### config.mk
export PLATFORM = sky130hd
export DESIGN_NAME = atte_sgr_unit
export DESIGN_NICKNAME = d
export VERILOG_FILES = /design/src/sv/atte_pkg.sv /design/src/sv/atte_sgr_unit.sv
export SDC_FILE = /design/constraint.sdc
export NUM_CORES = 1
export LEC_CHECK = 0
export BUFFER_PORTS_ARGS = -buffer_cell sky130_fd_sc_hd__buf_2
export CAP_MARGIN = 20
export CORE_AREA = 2 2 39 41
export DETAILED_ROUTE_END_ITERATION = 8
export DIE_AREA = 0 0 41 43
export GPL_TIMING_DRIVEN = 1
export PLACE_DENSITY = 0.84
export SETUP_SLACK_MARGIN = 0.1
export SYNTH_ARGS = -nofsm -noshare
export SYNTH_HDL_FRONTEND = slang
export SYNTH_SLANG_ARGS = --single-unit
export TNS_END_PERCENT = 5
### constraint.sdc
create_clock -name vclk -period 2.3
set_input_delay 0.46 -clock vclk [all_inputs]
set_output_delay 0.46 -clock vclk [all_outputs]
set_load 0.02 [all_outputs]
### src/sv/atte_pkg.sv
// Shared types, widths and the SGR color table for the ANSI text terminal engine.
package atte_pkg;

   localparam int CHAR_W     = 9;
   localparam int COL_W      = 7;
   localparam int ROW_W      = 5;
   localparam int ATTR_W     = 8;
   localparam int TAB_W      = 4;
   localparam int PARAM_W    = 16;
   localparam int DIGIT_W    = 4;
   localparam int CSR_IDX_W  = 1;
   localparam int CSR_DATA_W = 8;

   localparam logic [PARAM_W-1:0] PARAM_MAX = 16'hFFFF;

   // Control from the sequencer to the parameter registers.
   typedef struct packed {
      logic               clear;
      logic               digit_en;
      logic [DIGIT_W-1:0] digit;
      logic               semi_en;
      logic               walk_en;
   } param_ctrl_type;

   // Text attribute state that SGR codes act on.
   typedef struct packed {
      logic [ATTR_W-1:0] attr;
      logic              bold;
      logic              blink;
   } sgr_state_type;

   function automatic logic [3:0] sgr_color(input logic [2:0] idx);
      logic [3:0] color;
      unique case (idx)
         3'd0: color = 4'h0;
         3'd1: color = 4'h4;
         3'd2: color = 4'h2;
         3'd3: color = 4'hE;
         3'd4: color = 4'h1;
         3'd5: color = 4'h5;
         3'd6: color = 4'h3;
         3'd7: color = 4'h7;
         default: color = 4'h7;
      endcase
      return color;
   endfunction

endpackage

### src/sv/atte_sgr_unit.sv
// SGR step: applies one select-graphic-rendition code to the attribute state.
module atte_sgr_unit import atte_pkg::*; (
   input  logic [PARAM_W-1:0] value,
   input  sgr_state_type      cur,
   input  logic [ATTR_W-1:0]  default_attr,
   output sgr_state_type      nxt
);

   localparam logic [PARAM_W-1:0] SGR_RESET     = 16'd0;
   localparam logic [PARAM_W-1:0] SGR_BOLD      = 16'd1;
   localparam logic [PARAM_W-1:0] SGR_BLINK     = 16'd5;
   localparam logic [PARAM_W-1:0] SGR_NO_BOLD   = 16'd22;
   localparam logic [PARAM_W-1:0] SGR_NO_BLINK  = 16'd25;
   localparam logic [PARAM_W-1:0] SGR_FG_FIRST  = 16'd30;
   localparam logic [PARAM_W-1:0] SGR_FG_LAST   = 16'd37;
   localparam logic [PARAM_W-1:0] SGR_BG_FIRST  = 16'd40;
   localparam logic [PARAM_W-1:0] SGR_BG_LAST   = 16'd47;

   logic [PARAM_W-1:0] off_fg;
   logic [PARAM_W-1:0] off_bg;
   logic [3:0]         fg;
   logic [3:0]         bg_color;
   logic [2:0]         bg;

   assign off_fg = value - SGR_FG_FIRST;
   assign off_bg = value - SGR_BG_FIRST;

   always_comb begin
      nxt      = cur;
      fg       = 4'h7;
      bg       = 3'h0;
      bg_color = sgr_color(off_bg[2:0]);
      if (value == SGR_RESET) begin
         nxt.attr  = default_attr;
         nxt.bold  = 1'b0;
         nxt.blink = 1'b0;
      end else if (value == SGR_BOLD) begin
         nxt.bold = 1'b1;
      end else if (value == SGR_BLINK) begin
         nxt.blink = 1'b1;
      end else if (value == SGR_NO_BOLD) begin
         nxt.bold = 1'b0;
      end else if (value == SGR_NO_BLINK) begin
         nxt.blink = 1'b0;
      end else if (value >= SGR_FG_FIRST && value <= SGR_BG_LAST) begin
         if (value <= SGR_FG_LAST) begin
            fg = sgr_color(off_fg[2:0]) | {cur.bold, 3'b000};
         end else if (value >= SGR_BG_FIRST) begin
            bg = bg_color[2:0];
         end
         nxt.attr = {cur.blink, bg, fg};
      end
   end

endmodule

==> results of run 1 <==
[power by group through the flow]
stage                     combinational [mW]  clock, mW  sequential (mW)
after global routing                   0.150          0                0
after detailed placement               0.115          0                0
final                                  0.140          0                0
after CTS                              0.129          0                0
after floorplan                       0.0505          0                0
after global placement                 0.114          0                0
[worst max-delay path by stage]
stage                   start      to  slack [ns]  cells past startpoint
floorplan            value[4]  nxt[2]       -0.07                      6
finish              value[13]  nxt[5]       -0.05                      8
global route        value[13]  nxt[5]       -0.13                      8
detailed placement  value[10]  nxt[5]       -0.18                      6
global placement    value[11]  nxt[5]       -0.09                      6
CTS                 value[12]  nxt[5]       -0.03                      7
[per-stage QoR]
stage / hold WS (ns) / total power [mW] / setup WS, ns
after floorplan: 1.086 / 0.05046 / -0.06644
after global placement: 1.253 / 0.1138 / -0.09435
after detailed placement: 1.255 / 0.1151 / -0.1760
after CTS: 1.254 / 0.1290 / -0.03219
after global routing: 1.273 / 0.1501 / -0.1345
final: 1.253 / 0.1404 / -0.04751
[layout make-up]
class	instances	area (sq um)
multi-input combinational	54	480.5
timing repair buffer	70	478.0
fill	109	382.9
inverter	6	22.52
tap	16	20.02
[cell families after synthesis]
group	share of synthesized area
and+or+nand+nor	0.4063
buffers and inverters	0.1055
muxes	0.06596
AOI/OAI and AO/OA	0.3958
adders and majority gates	0.02638
[critical path, stage by stage]
cell     delay, ns
buf_6         0.10
nor4_4        0.31
buf_4         0.16
buf_4         0.09
nand4_1       0.17
o211a_1       0.19
a221o_1       0.28
buf_6         0.14
[per-layer routing]
| layer | part of all wire | global-route usage |
|---|---|---|
| met2 | 0.50 | 0.4156 |
| met1 | 0.41 | 0.2785 |
| met3 | 0.072 | 0.01047 |
| met5 | 0 | 0 |
| met4 | 0.017 | 0.04000 |
[cell usage after synthesis, drive strengths merged]
library cell / count
nor3b: 1
inv: 6
buf: 3
o32ai: 1
nor3: 2
ha: 1
a31o: 1
o211a: 1
a31oi: 2
nand3: 3
and2: 3
and4b: 1
o41ai: 1
mux2: 1
nor4: 5
and4: 1
a221o: 4
o211ai: 1
and3: 2
a21oi: 4
mux2i: 2
nor2: 6
a211oi: 6
o21ai: 3
nand4: 2
[what timing repair did]
action	CTS	global route
setup buffers	4	5
gates resized for setup	17	9
endpoints found under the setup margin	8	10
pin swaps	9	5
hold buffers	0	0
==> results.json, run 1 <==
{
  "yosysTopAreaCell": "a211oi_1",
  "final-max-slew-violation-count": 0,
  "initial_core_util": 0.3427,
  "fin_ws_ns": -0.04751,
  "worstMarginPinSlew_ns": 0.3259,
  "hold_depth": 3,
  "core_region_area_sq_um": 1384,
  "synthToLayoutAreaGrowth_pct": 111.1,
  "switching_share": 0.4857,
  "violations": "negative setup slack",
  "p_per_area_nw_per_um2": 140.3,
  "dieArea_sq_um": 1763,
  "grt_first_pass_wirelength_mm": 2.960,
  "clkbuf_count": 0,
  "end_kind": "output port",
  "dr.pass1.iters": 4,
  "avgSynthCellArea_sq_um": 7.527,
  "final_cell_mix": "buf_2, buf_4, buf_6",
  "fin_area_sq_um": 1001,
  "dpl_cell_area_sq_um": 814.5,
  "min_from": "cur[6]",
  "final_cells": 146,
  "die_y_microns": 43,
  "relSlewSlack": 0.7805,
  "grt_pass1_vias": 729,
  "synth_fp_nets": 98,
  "ant_nets": 0,
  "numSequentialCells": 0,
  "path_class": "input port to output port",
  "fp-row-count": 14,
  "routed_via_density": 5.514,
  "crit_arrival_ns": 1.89,
  "wirelength_mm": 2.079,
  "regArea_sq_um": 0,
  "drt_iter0_markers": 20,
  "worstPathRequired_ns": 1.84,
  "dp.cells": 137,
  "antenna_found_initial": 0,
  "run_status": "finished, violations left",
  "n_antenna_cell": 0,
  "grt_start_max_net_pins": 9,
  "die-width_microns": 41,
  "synth_top_area_frac": 0.09499,
  "hold_violations": 0,
  "fin_crit_ns": 2.348,
  "syn_inst": 63,
  "drive_gt1_frac": 0.6615,
  "seq_power_share": 0,
  "synth.distinct_cells": 30,
  "worstHoldEndpoint": "nxt[6]",
  "drv_cap": 0,
  "p_comb_frac": 1.000,
  "clkPwrFrac": 0,
  "syn-cell-area_sq_um": 474.2,
  "num_vias": 805,
  "min_path_type": "input port to output port",
  "yosys_warnings": 0,
  "synth_area_leaders": "a211oi_1, nor4_4, a221o_1, nor4_2, buf_6",
  "leakagePower_nw": 0.4867,
  "io_pins": 44,
  "crit_path_start_kind": "input port",
  "grt-ovfl-total": 0,
  "final-setup-viol-count": 7,
  "nNetsFinal": 167,
  "final_util": 0.7233,
  "clock.fmax_mhz": 426.0,
  "internal_power_mw": 0.07221,
  "p_sw_mw": 0.06820,
  "hpwl_mm": 1.442,
  "setup_tns_ns": -0.1660,
  "critPathMaxFanout": 3,
  "final_common_cell": "buf_2",
  "wire_per_inst_microns": 14.24,
  "grtUsageTotal": 0.2288,
  "seq_area_frac_synth": 0,
  "drc": 0,
  "gp_congestion": 0.9341,
  "ir_drop_mv": 0.09235,
  "port-buffer-count": 44,
  "finalCritPeriodShare": 1.021,
  "rsz0062_at_grt": "true"
}
(Power assumes the default switching activity.)
==> run 2: changes to the inputs <==
CORE_AREA = not set   (was 2 2 39 41)
CORE_UTILIZATION = 36   (was not set)
DIE_AREA = not set   (was 0 0 41 43)
PLACE_DENSITY = 0.88   (was 0.84)
clock period = 1.9 ns   (was 2.3 ns; I/O delays follow)
==> run 2 against run 1 <==
Effect of this change: the run still ends with negative setup slack left; largest cell class unchanged; largest power group unchanged; critical path type unchanged; clock-buffer cell count unchanged; via count increased by 8.3%; total power up 29%; sequential cell count is the same; utilization increased by 13 points; highest routed layer unchanged.
==> results.json, run 2 (synthesis results as in run 1) <==
{
  "fin_area_sq_um": 999.7,
  "critPathMaxStageDelay_ns": 0.42,
  "port-buffer-count": 44,
  "wirelength_mm": 2.388,
  "hold_depth": 3,
  "numSequentialCells": 0,
  "die-width_microns": 38.30,
  "crit_arrival_ns": 1.89,
  "drive_gt1_frac": 0.6716,
  "die_y_microns": 38.30,
  "cpMostUsedCell": "buf_2",
  "fp-row-count": 12,
  "setup_tns_ns": -3.128,
  "grt_pass1_vias": 751,
  "path_class": "input port to output port",
  "initial_core_util": 0.4049,
  "drc": 0,
  "cpMaxStageDelayCell": "nor4_4",
  "fin_ws_ns": -0.3729,
  "n_antenna_cell": 0,
  "relSlewSlack": 0.7353,
  "drv_cap": 0,
  "leakagePower_nw": 0.4950,
  "routed_via_density": 5.892,
  "worstPathRequired_ns": 1.52,
  "min_path_type": "input port to output port",
  "hpwl_mm": 1.694,
  "crit_path_start_kind": "input port",
  "fin_crit_ns": 2.273,
  "drt_iter0_markers": 18,
  "wire_per_inst_microns": 16.14,
  "final_common_cell": "buf_2",
  "dr.pass1.iters": 4,
  "worstMarginPinSlew_ns": 0.3941,
  "nNetsFinal": 171,
  "critPathMaxFanout": 5,
  "dpl_cell_area_sq_um": 949.7,
  "fillers": 77,
  "grt_first_pass_wirelength_mm": 2.987,
  "violations": "negative setup slack",
  "dp.cells": 146,
  "dp_slack_ns": -0.3438,
  "clock.fmax_mhz": 440.0,
  "final_cell_mix": "buf_2, buf_4, inv_1, nor2_1",
  "ant_nets": 0,
  "io_pins": 44,
  "antenna_found_initial": 0,
  "final-max-slew-violation-count": 0,
  "gp_congestion": 0.9439,
  "grtUsageTotal": 0.2842,
  "clkbuf_count": 0,
  "dieArea_sq_um": 1467,
  "min_from": "default_attr[3]",
  "grt-ovfl-total": 0,
  "cts_hold_buf": 0,
  "p_per_area_nw_per_um2": 180.8,
  "grt_start_max_net_pins": 8,
  "rsz0062_at_grt": "true",
  "hold_violations": 0,
  "run_status": "finished, violations left",
  "ir_drop_mv": 0.1121,
  "final-setup-viol-count": 10,
  "crit_chain": "buf_2, nor4_4, and4_4, buf_6, a21oi_4, a221o_1, buf_2",
  "finalCritPeriodShare": 1.196,
  "worstHoldEndpoint": "nxt[5]",
  "core_region_area_sq_um": 1171,
  "final_cells": 148,
  "synthToLayoutAreaGrowth_pct": 110.8,
  "fin_hold_ws_ns": 1.091,
  "end_kind": "output port",
  "regArea_sq_um": 0,
  "num_vias": 872
}
## run 2: power by group
part	internal [mW]	total, mW	switching, mW
combinational	0.0912	0.181	0.0895
sequential	0	0	0
clock	0	0	0
total	0.0912	0.181	0.0895
## run 2: worst max path at each step
stage	depth (start not counted)	to	from
CTS	7	nxt[6]	value[10]
global placement	7	nxt[5]	value[10]
finish	7	nxt[6]	value[12]
detailed placement	7	nxt[6]	value[11]
global route	7	nxt[6]	value[12]
floorplan	5	nxt[5]	value[11]
## run 2: through the flow
step / utilization / power [mW]
finish: 0.8536 / 0.1807
global route: 0.8536 / 0.1909
CTS: 0.8280 / 0.1722
detailed placement: 0.8109 / 0.1685
global placement: 0.8109 / 0.1636
floorplan: - / 0.06727
## run 2: cell type report
class,instances,area (sq um),area share
timing repair buffer,74,473.0,0.4731
tap,14,17.52,0.01752
inverter,6,22.52,0.02253
multi-input combinational,54,486.7,0.4869
## run 2: per-layer routing
layer,GRT usage,wire [microns],part of all wire,up-vias
met4,0.07143,80,0.034,0
met2,0.5847,1268,0.53,59
li1,-,-,-,403
met3,0.02326,176,0.074,12
met1,0.2962,863,0.36,398
met5,0,0,0,-
## run 2: critical path, delay by kind of cell
family          cells  cell delay (ns)
buf+inv             3             0.40
compound gates      2             0.37
simple gates        2             0.73
## run 2: repair_timing
action | 4_1_cts | 5_1_grt
setup endpoints to repair | 10 | 10
gates resized for setup | 6 | 4
pin swaps | 3 | 2
setup buffers | 0 | 2
