### src/sv/atte_pkg.sv
// Shared types, widths and the SGR color table for the ANSI text terminal engine.
package atte_pkg;

   localparam int CHAR_W     = 9;
   localparam int COL_W      = 7;
   localparam int ROW_W      = 5;
   localparam int ATTR_W     = 8;
   localparam int TAB_W      = 4;
   localparam int PARAM_W    = 16;
   localparam int DIGIT_W    = 4;
   localparam int CSR_IDX_W  = 1;
   localparam int CSR_DATA_W = 8;

   localparam logic [PARAM_W-1:0] PARAM_MAX = 16'hFFFF;

   // Control from the sequencer to the parameter registers.
   typedef struct packed {
      logic               clear;
      logic               digit_en;
      logic [DIGIT_W-1:0] digit;
      logic               semi_en;
      logic               walk_en;
   } param_ctrl_type;

   // Text attribute state that SGR codes act on.
   typedef struct packed {
      logic [ATTR_W-1:0] attr;
      logic              bold;
      logic              blink;
   } sgr_state_type;

   function automatic logic [3:0] sgr_color(input logic [2:0] idx);
      logic [3:0] color;
      unique case (idx)
         3'd0: color = 4'h0;
         3'd1: color = 4'h4;
         3'd2: color = 4'h2;
         3'd3: color = 4'hE;
         3'd4: color = 4'h1;
         3'd5: color = 4'h5;
         3'd6: color = 4'h3;
         3'd7: color = 4'h7;
         default: color = 4'h7;
      endcase
      return color;
   endfunction

endpackage

### src/sv/atte_param_regs.sv
// CSI parameter slots: saturating decimal accumulate, slot advance, three read ports.
module atte_param_regs import atte_pkg::*; #(
   parameter int  PARAM_SLOTS = 10,
   localparam int IDX_W       = $clog2(PARAM_SLOTS),
   localparam int SU_W        = $clog2(PARAM_SLOTS + 1)
) (
   input  logic                clock,
   input  logic                reset,
   input  param_ctrl_type      ctrl,
   input  logic [IDX_W-1:0]    walk_idx,
   output logic [PARAM_W-1:0]  rd_value,
   output logic [PARAM_W-1:0]  first_value,
   output logic [PARAM_W-1:0]  second_value
);

   localparam int ACC_W = PARAM_W + 4;

   logic [PARAM_W-1:0] values_ff [PARAM_SLOTS];
   logic [PARAM_W-1:0] values_in [PARAM_SLOTS];
   logic [SU_W-1:0]    slots_ff;
   logic [SU_W-1:0]    slots_in;
   logic [IDX_W-1:0]   slot;
   logic [IDX_W-1:0]   rd_addr;
   logic [ACC_W-1:0]   acc;
   logic [PARAM_W-1:0] acc_sat;

   assign slot    = IDX_W'(slots_ff - SU_W'(1));
   assign rd_addr = ctrl.walk_en ? walk_idx : slot;
   assign rd_value     = values_ff[rd_addr];
   assign first_value  = values_ff[0];
   assign second_value = values_ff[1];

   // value * 10 + digit as shift-add
   assign acc = ({{(ACC_W-PARAM_W){1'b0}}, rd_value} << 3)
              + ({{(ACC_W-PARAM_W){1'b0}}, rd_value} << 1)
              + {{(ACC_W-DIGIT_W){1'b0}}, ctrl.digit};
   assign acc_sat = (acc > {{(ACC_W-PARAM_W){1'b0}}, PARAM_MAX}) ? PARAM_MAX
                                                                  : acc[PARAM_W-1:0];

   always_comb begin
      for (int i = 0; i < PARAM_SLOTS; i++) begin
         if (ctrl.clear) begin
            values_in[i] = '0;
         end else if (ctrl.digit_en && (slot == IDX_W'(i))) begin
            values_in[i] = acc_sat;
         end else begin
            values_in[i] = values_ff[i];
         end
      end
      slots_in = slots_ff;
      if (ctrl.clear) begin
         slots_in = SU_W'(1);
      end else if (ctrl.semi_en && (slots_ff != SU_W'(PARAM_SLOTS))) begin
         slots_in = slots_ff + SU_W'(1);
      end
   end

   always_ff @(posedge clock) begin
      if (reset) begin
         for (int i = 0; i < PARAM_SLOTS; i++) begin
            values_ff[i] <= '0;
         end
         slots_ff <= SU_W'(1);
      end else begin
         values_ff <= values_in;
         slots_ff  <= slots_in;
      end
   end

endmodule

### config.mk
export PLATFORM = sky130hd
export DESIGN_NAME = atte_param_regs
export DESIGN_NICKNAME = d
export VERILOG_FILES = /design/src/sv/atte_pkg.sv /design/src/sv/atte_param_regs.sv
export SDC_FILE = /design/constraint.sdc
export NUM_CORES = 1
export LEC_CHECK = 0
export BUFFER_PORTS_ARGS = -buffer_cell sky130_fd_sc_hd__buf_2
export CAP_MARGIN = 10
export CORE_MARGIN = 1.5
export CORE_UTILIZATION = 50
export CTS_CLUSTER_DIAMETER = 120
export DETAILED_ROUTE_END_ITERATION = 10
export MAX_ROUTING_LAYER = met4
export PLACE_DENSITY_LB_ADDON = 0.1
export SYNTH_ARGS = -nofsm -noshare
export SYNTH_HDL_FRONTEND = slang
export SYNTH_SLANG_ARGS = --single-unit
export TNS_END_PERCENT = 10
### constraint.sdc
create_clock -name clock -period 10.59 [get_ports clock]
set_input_delay 0.5295 -clock clock [delete_from_list [all_inputs] [get_ports clock]]
set_output_delay 0.5295 -clock clock [all_outputs]
set_load 0.02 [all_outputs]
==> impl_metrics.ini, run 1 <==
[global_route]
grt_pass1_wl_mm = 42.44
grt_max_degree = 101
grt_util_all_layers_pct = 31.25
overflow = 0
antenna_found_initial = 0
first_global_vias = 7239

[floorplanning]
dieHeight_um = 136.4
row_count = 48
initial_core_util_pct = 51.30
pin_count = 62
core_um2 = 17360
die_area_um2 = 18620
die_x_um = 136.4

[worst_setup_path]
path_common_cell = ha_1
worstPathMaxFanout = 100
worstPathArrival_ns = 7.45
crit_buf_inv = 3
crit_chain = inv_1 > ha_1 > nor2_1 > a21o_1 > mux4_2 > mux2i_1 > a21oi_1 > ha_1 > ha_1 > fa_1 > a211oi_1 > o21ai_0 > a21oi_1 > o21ai_0 > nand2_1 > xor2_4 > buf_4 > buf_4 > a31oi_1
cpPeakStageDelay_ns = 0.90
worstPathRequired_ns = 10.83
crit_family = compound AO/OA/AOI/OAI gates
cp_slowest_cell = buf_4
worstSetupPathType = reg -> reg
endpoint_kind = register
startpoint_type = register

[synth]
synth_cell_types = 44
ys.flop_type = dfxtp_1
synth-edff-count = 0
synthArstFlopShare_pct = 0
synth_warnings = 0
ys_seq_area_share_pct = 36.87
syn_inst = 1064
syn_nets = 1118
syn_area_um2 = 8904
synth-seq-cells = 164
synth_area_per_cell_um2 = 8.368

[clock_network]
cts_inserted_buffers = 17
path_clk_slew_ns = 0.06
cts_tree = done
root_buffer = clkbuf_16
cts-resized-gates = 0
cts_sinks = 164
clockBufferDepth = 2
cts-htree-levels = 4
cts_setup_buffers = 0
clock_latency_ns = 0.43
cts_hold_buf = 0

[min_path]
hold_class = in -> reg

[timing]
fmax_mhz = 138.7
rsz0062_at_grt = no
relSlewSlack_pct = 20.04
hold_viol_final = 0
setup_tns_ns = 0
finalMaxSlewViolations = 0
tightest_slew_ns = 1.195
setup_ws_ns = 3.382
whs_ns = 0.4172
setup_viol = 0
fin_skew_ns = 0.01093
post-route-min-period_ns = 7.208
fin_crit_sh_pct = 68.06

[drt]
dr.pass1.iters = 5
viasPerCell = 6.392
route.met2.wl_mm = 12.94
vias = 8130
post_drt_wl_per_cell_um = 21.96
highest-signal-layer = met4
wl_met1_mm = 12.17
met3_length_mm = 2.185
antenna_left = 0
drc = 0
drtIter0Drc = 874
drt_wl_total_mm = 27.93

[finish]
drive_gt1_share_pct = 15.00
nets = 1088
syn_to_final_growth_pct = 7.926
fill_cells = 1638
diodes = 0
finalNonFillerCells = 1272

[outcome]
outcome = finished, final reports clean

[pwr]
p_total_mw = 1.643
p_leak_nw = 3.844
vdd_drop_max_mv = 0.1612
power_density_nw_per_um2 = 171.0

[placement]
gp_congestion = 0.8833
place_inst = 1240
portBuffers = 61
pre_cts_slack_ns = 3.411
hpwlAfterDp_mm = 16.95

[flow_run]
maxCapViolCount = 0
-- worst reg2reg max path, stage by stage, from the launching register on --
cell and delay [ns]:
dfxtp_1 0.50, inv_1 0.18, ha_1 0.36, nor2_1 0.20
a21o_1 0.80, mux4_2 0.60, mux2i_1 0.20, a21oi_1 0.16
ha_1 0.32, ha_1 0.24, fa_1 0.43, a211oi_1 0.41
o21ai_0 0.21, a21oi_1 0.30, o21ai_0 0.13, nand2_1 0.16
xor2_4 0.14, buf_4 0.55, buf_4 0.92, a31oi_1 0.24
-- metrics by stage --
step | instance area (um^2) | util [%]
2_1_floorplan | 8904 | -
5_1_grt | 9609 | 55.36
3_5_place_dp | 9035 | 52.05
4_1_cts | 9609 | 55.36
6_report | 9609 | 55.36
3_3_place_gp | 9035 | 52.05
-- sequential cells by signal (all words and copies together) (netlist names) --
signal / flops
slots_ff: 4
values_ff: 128
second_value: 16
first_value: 16
-- cell usage in the layout (no fill, tap or decap), drive strengths merged, types with 4 or more instances in the layout --
| cell type | n |
|---|---|
| o21ai | 168 |
| a21oi | 165 |
| dfxtp | 164 |
| nor3 | 125 |
| buf | 83 |
| nand2 | 43 |
| a31oi | 41 |
| ha | 38 |
| nor2 | 37 |
| mux4 | 30 |
| mux2i | 22 |
| clkbuf | 18 |
| nand3 | 17 |
| inv | 16 |
| xnor2 | 11 |
| a21o | 8 |
| xor2 | 8 |
| and3 | 6 |
| nor2b | 5 |
| clkinv | 5 |
| o21a | 4 |
-- worst paths after layout --
path | startpoint | end | slack, ns | depth (start not counted)
worst max-delay path | slots_ff[0]$_SDFFE_PP1P_ | values_ff[79]$_SDFFE_PP0P_ | 3.38 | 19
worst min-delay path | ctrl[1] | slots_ff[1]$_SDFFE_PP0P_ | 0.42 | 3
worst max register to register | slots_ff[0]$_SDFFE_PP1P_ | values_ff[79]$_SDFFE_PP0P_ | 3.38 | 19
worst min register to register | values_ff[104]$_SDFFE_PP0P_ | values_ff[104]$_SDFFE_PP0P_ | 0.55 | 2
-- final cells by class --
| cell class | count | area, um^2 | area share [%] |
|---|---|---|---|
| tap | 225 | 281.5 | 2.930 |
| multi-input combinational | 759 | 4966 | 51.68 |
| clock buffer | 18 | 429.2 | 4.466 |
| sequential | 164 | 3283 | 34.17 |
| clock inverter | 14 | 145.1 | 1.510 |
| inverter | 9 | 33.78 | 0.3516 |
| timing repair buffer | 83 | 470.5 | 4.896 |
-- routing by layer --
metal / up-vias / global-route usage (%)
met1: 3931 / 42.17
li1: 3825 / -
met2: 336 / 47.59
met3: 38 / 5.928
met5: - / -
met4: 0 / 9.397
-- cells by family (layout without fill, tap and decap cells) --
group,Yosys count,in the layout,share of synthesized area [%]
buffers and inverters,141,124,7.982
AND/OR/NAND/NOR,245,245,13.04
multiplexers,52,52,10.06
adder cells (fa/ha/maj),40,40,5.790
flip-flops,164,164,36.87
XOR/XNOR,19,19,1.953
AO/OA/AOI/OAI,403,403,24.30
-- cell usage after synthesis (all sizes together), types with 4 or more instances --
master	count	share of area, %
a21o	8	0.67
a21oi	165	9.3
a31oi	41	2.9
and3	6	0.42
buf	62	4.7
clkbuf	70	3.0
dfxtp	164	37
ha	38	5.3
inv	9	0.38
mux2i	22	2.5
mux4	30	7.6
nand2	43	1.8
nand3	17	0.96
nor2	37	1.6
nor2b	5	0.35
nor3	125	7.0
o21a	4	0.34
o21ai	168	9.4
xnor2	11	1.1
xor2	8	0.87
-- power by group --
part	internal, mW	switching (mW)
combinational	0.0986	0.301
sequential	0.625	0.00607
clock	0.332	0.281
Power figures use the tool's default switching activity.
==> run 2: changes to the inputs <==
==> constraint.sdc (replaced) <==
create_clock -name clock -period 6.5 [get_ports clock]
set_input_delay 0.325 -clock clock [delete_from_list [all_inputs] [get_ports clock]]
set_output_delay 0.325 -clock clock [all_outputs]
set_load 0.02 [all_outputs]
==> impl_metrics.ini, run 2 (synthesis results as in run 1) <==
[outcome]
outcome = finished, final reports clean

[drt]
post_drt_wl_per_cell_um = 21.22
viasPerCell = 6.285
drc = 0
drtIter0Drc = 798
dr.pass1.iters = 5
vias = 8007
antenna_left = 0
drt_wl_total_mm = 27.04

[clock_network]
root_buffer = clkbuf_16
clock_latency_ns = 0.43
cts_setup_buffers = 0
cts-htree-levels = 4
cts_tree = done
path_clk_slew_ns = 0.07
cts_inserted_buffers = 17
cts_hold_buf = 0
cts-resized-gates = 0
cts_sinks = 164
clockBufferDepth = 2

[global_route]
grt_pass1_wl_mm = 42.24
grt_util_all_layers_pct = 30.73
overflow = 0
first_global_vias = 7333
grt_max_degree = 132
antenna_found_initial = 1

[pwr]
vdd_drop_max_mv = 0.1851
p_leak_nw = 3.849
power_density_nw_per_um2 = 274.8

[placement]
gp_congestion = 0.9139
place_area_um2 = 9077
hpwlAfterDp_mm = 17.16
portBuffers = 61

[timing]
fmax_mhz = 169.0
rsz0062_at_grt = no
relSlewSlack_pct = 18.80
setup_viol = 0
fin_crit_sh_pct = 91.05
whs_ns = 0.1999
setup_tns_ns = 0
hold_viol_final = 0
tightest_slew_ns = 1.209
fin_skew_ns = 0.01079
post-route-min-period_ns = 5.918
finalMaxSlewViolations = 0

[worst_setup_path]
timing.rr.start = slots_ff[0]$_SDFFE_PP1P_
worstPathRequired_ns = 6.77
startpoint_type = register
worstSetupPathType = reg -> reg
crit_end = first_value[5]$_SDFFE_PP0P_
reg2reg_depth = 18
ff2ff_setup_slack_ns = 0.58
worstPathMaxFanout = 108
worstPathArrival_ns = 6.19
startpoint = slots_ff[0]$_SDFFE_PP1P_
r2r_end = first_value[5]$_SDFFE_PP0P_
endpoint_kind = register

[finish]
final_design_area_no_fill_um2 = 9647
largest_reg_flops = 128
nets = 1091
syn_to_final_growth_pct = 8.347
regMostFlops = values_ff
fill_cells = 1653
final_cell_mix = o21ai_0, dfxtp_1, a21oi_1
drive_gt1_share_pct = 15.08
utilization_pct = 55.58
final_common_cell = o21ai_0

[min_path]
min_from = ctrl[1]
hold_class = in -> reg

[floorplanning]
initial_core_util_pct = 51.30
die_area_um2 = 18620
row_count = 48
dieHeight_um = 136.4
die_x_um = 136.4
core_um2 = 17360
pin_count = 62

[flow_run]
maxCapViolCount = 0
## run 2: cell types whose count changed in the layout (fill, tap and decap cells not counted), moves of 2 or more
| cell | previous run | this run |
|---|---|---|
| clkbuf_8 | 0 | 3 |
| clkinvlp_4 | 1 | 3 |
| inv_6 | 6 | 3 |
| buf_12 | 0 | 2 |
| clkinv_2 | 2 | 0 |
## run 2: worst min path at each step
stage	to	slack [ns]	cells past startpoint
after global placement	values_ff[39]$_SDFFE_PP0P_	0.52	2
after floorplan	slots_ff[1]$_SDFFE_PP0P_	0.48	2
after CTS	slots_ff[1]$_SDFFE_PP0P_	0.19	3
final	slots_ff[1]$_SDFFE_PP0P_	0.20	3
after global routing	slots_ff[1]$_SDFFE_PP0P_	0.21	3
after detailed placement	values_ff[38]$_SDFFE_PP0P_	0.52	2
## run 2: stage by stage
| step | total power, mW | instances | setup WS [ns] |
|---|---|---|---|
| after CTS | 2.650 | 1273 | 0.6965 |
| after global placement | 1.684 | 1243 | 0.8232 |
| after floorplan | 1.487 | 1064 | 0.9319 |
| final | 2.650 | 1274 | 0.5819 |
| after detailed placement | 1.681 | 1243 | 0.7643 |
| after global routing | 2.751 | 1274 | 0.2676 |
## run 2: worst max-delay path, cell delays in order (launching register included)
cell	delay, ns
dfxtp_1	0.48
inv_1	0.18
ha_1	0.35
nor2_1	0.07
a21oi_2	0.40
mux4_2	0.41
mux2i_1	0.34
a21oi_1	0.23
ha_1	0.35
ha_1	0.24
fa_1	0.44
a211oi_1	0.41
o21ai_0	0.20
a21oi_1	0.31
mux2i_1	0.33
o211ai_4	0.25
buf_12	0.29
nor3_1	0.25
a21oi_1	0.12
## run 2: metal layers
| layer | track usage [%] | wire length, um |
|---|---|---|
| met5 | - | 0 |
| met4 | 6.501 | 358 |
| met3 | 6.898 | 1956 |
| met2 | 44.81 | 12250 |
| met1 | 43.54 | 12470 |
## run 2: area by class of cell
type | instances | area [um^2] | area share [%]
Multi-Input combinational cell | 759 | 4961 | 51.43
Sequential cell | 164 | 3283 | 34.03
Timing Repair Buffer | 86 | 518.0 | 5.370
Clock buffer | 21 | 470.5 | 4.877
Tap cell | 225 | 281.5 | 2.918
Clock inverter | 9 | 96.34 | 0.9987
Inverter | 9 | 33.78 | 0.3502
Antenna cell | 1 | 2.502 | 0.02594
## run 2: report_power, final
part	internal (mW)	switching (mW)
logic	0.171	0.471
registers	1.02	0.0107
clock network	0.559	0.421
==> run 3: changes to the inputs <==
--- a/config.mk
+++ b/config.mk
@@ -6,7 +6,6 @@
 export NUM_CORES = 1
 export LEC_CHECK = 0
 export BUFFER_PORTS_ARGS = -buffer_cell sky130_fd_sc_hd__buf_2
-export CAP_MARGIN = 10
 export CORE_MARGIN = 1.5
 export CORE_UTILIZATION = 50
 export CTS_CLUSTER_DIAMETER = 120
==> constraint.sdc (replaced) <==
create_clock -name clock -period 6.5 [get_ports clock]
set_input_delay 0.975 -clock clock [delete_from_list [all_inputs] [get_ports clock]]
set_output_delay 0.975 -clock clock [all_outputs]
set_load 0.02 [all_outputs]
==> impl_metrics.ini, run 3 (synthesis results as in run 1) <==
[outcome]
outcome = finished, final reports clean

[clock_network]
root_buffer = clkbuf_16
clock_latency_ns = 0.44
clockBufferDepth = 2
path_clk_slew_ns = 0.07
cts_tree = done
cts-htree-levels = 4
cts_inserted_buffers = 17
cts_hold_buf = 0
cts-resized-gates = 0
cts_setup_buffers = 0
cts_sinks = 164

[drt]
drt_wl_total_mm = 27.55
antenna_left = 0
dr.pass1.iters = 5
viasPerCell = 6.236
drtIter0Drc = 982
post_drt_wl_per_cell_um = 21.39
drc = 0
vias = 8032

[timing]
tightest_slew_ns = 1.063
relSlewSlack_pct = 28.87
setup_viol = 0
setup_ws_ns = 0.3984
post-route-min-period_ns = 6.102
setup_tns_ns = 0
fmax_mhz = 163.9
finalMaxSlewViolations = 0
fin_skew_ns = 0.01024
rsz0062_at_grt = no
fin_crit_sh_pct = 93.87
hold_viol_final = 0

[finish]
regMostFlops = values_ff
largest_reg_flops = 128
nets = 1105
utilization_pct = 56.59
diodes = 0
final_common_cell = o21ai_0
drive_gt1_share_pct = 16.27
final_cell_mix = o21ai_0, dfxtp_1, a21oi_1
finalNonFillerCells = 1288
fill_cells = 1640
syn_to_final_growth_pct = 10.31

[placement]
hpwlAfterDp_mm = 17.81
portBuffers = 61
pre_cts_slack_ns = 0.4514
place_inst = 1257
gp_congestion = 0.9072

[global_route]
grt_util_all_layers_pct = 30.96
antenna_found_initial = 0
overflow = 0
grt_pass1_wl_mm = 42.44
grt_max_degree = 110
first_global_vias = 7416

[worst_setup_path]
startpoint_type = register
worstPathArrival_ns = 6.42
worstSetupPathType = reg -> reg
worstPathRequired_ns = 6.82
worstPathMaxFanout = 104
endpoint_kind = register

[floorplanning]
die_x_um = 136.4
row_count = 48
dieHeight_um = 136.4
die_area_um2 = 18620
initial_core_util_pct = 51.30
pin_count = 62
core_um2 = 17360

[pwr]
switching_share_pct = 33.68
clockPowerShare_pct = 37.7
power_density_nw_per_um2 = 278.3
p_switching_uw = 920.6
power_frac_comb_pct = 24.7
p_leak_nw = 3.963
vdd_drop_max_mv = 0.1880
pwr-share-seq_pct = 37.6
p_int_mw = 1.813

[min_path]
hold_class = reg -> reg

[flow_run]
maxCapViolCount = 0
==> run 3: changes by cell type in the layout (fill, tap and decap cells not counted) <==
cell        change
clkinv_4        -1
buf_4          +10
bufinv_16       +1
diode_2         -1
clkinv_2        +3
inv_6           +1
buf_12          +4
clkinvlp_4      -3
==> run 3: worst max-delay path, stage by stage, from the launching register on <==
cell and delay [ns]:
dfxtp_1 0.51, inv_1 0.20, ha_1 0.37, nor2_1 0.07
a21oi_2 0.51, mux4_2 0.36, mux2i_1 0.12, a21oi_1 0.33
inv_1 0.10, fa_1 0.49, inv_1 0.06, fa_1 0.48
a211oi_1 0.38, o21ai_0 0.19, a21oi_1 0.34, mux2i_1 0.33
o211ai_4 0.29, buf_12 0.30, nor3_1 0.31, a21oi_1 0.11
==> run 3: layout make-up <==
type	instances	area, um^2	area share (%)
sequential	164	3283	33.43
multi-input combinational	759	4961	50.51
clock inverter	10	118.9	1.210
timing repair buffer	100	673.1	6.854
tap	225	281.5	2.866
clock buffer	21	470.5	4.790
inverter	9	33.78	0.3439
==> run 3: through the flow <==
stage          hold WS, ns  power [mW]  cell area, um^2
2_1_floorplan       0.4990       1.487             8904
3_3_place_gp        0.5163       1.717             9233
3_5_place_dp        0.5227       1.714             9233
4_1_cts             0.5432       2.725             9822
5_1_grt             0.5668       2.829             9822
6_report            0.5406       2.734             9822
==> run 3: worst paths after layout <==
| kind | start | to | slack [ns] | cells after the start |
|---|---|---|---|---|
| setup reg to reg | slots_ff[0]$_SDFFE_PP1P_ | values_ff[120]$_SDFFE_PP0P_ | 0.40 | 19 |
| hold / removal | values_ff[78]$_SDFFE_PP0P_ | values_ff[78]$_SDFFE_PP0P_ | 0.54 | 2 |
| setup / recovery | slots_ff[0]$_SDFFE_PP1P_ | values_ff[120]$_SDFFE_PP0P_ | 0.40 | 19 |
| hold reg to reg | values_ff[78]$_SDFFE_PP0P_ | values_ff[78]$_SDFFE_PP0P_ | 0.54 | 2 |
==> run 3: routing by layer <==
layer  vias to the layer above  share of wire, %  track usage [%]
li1                       3852                 -                -
met1                      3866                45            41.64
met2                       281                46            47.50
met3                        33               6.9            6.040
met4                         0               1.7            8.688
met5                         -                 0                -
==> run 3: power groups by stage <==
stage / sequential, mW / combinational (mW) / clock (mW)
floorplan: 1.05 / 0.440 / 0
global placement: 1.05 / 0.666 / 0
detailed placement: 1.05 / 0.664 / 0
CTS: 1.03 / 0.665 / 1.03
global route: 1.03 / 0.720 / 1.08
finish: 1.03 / 0.676 / 1.03
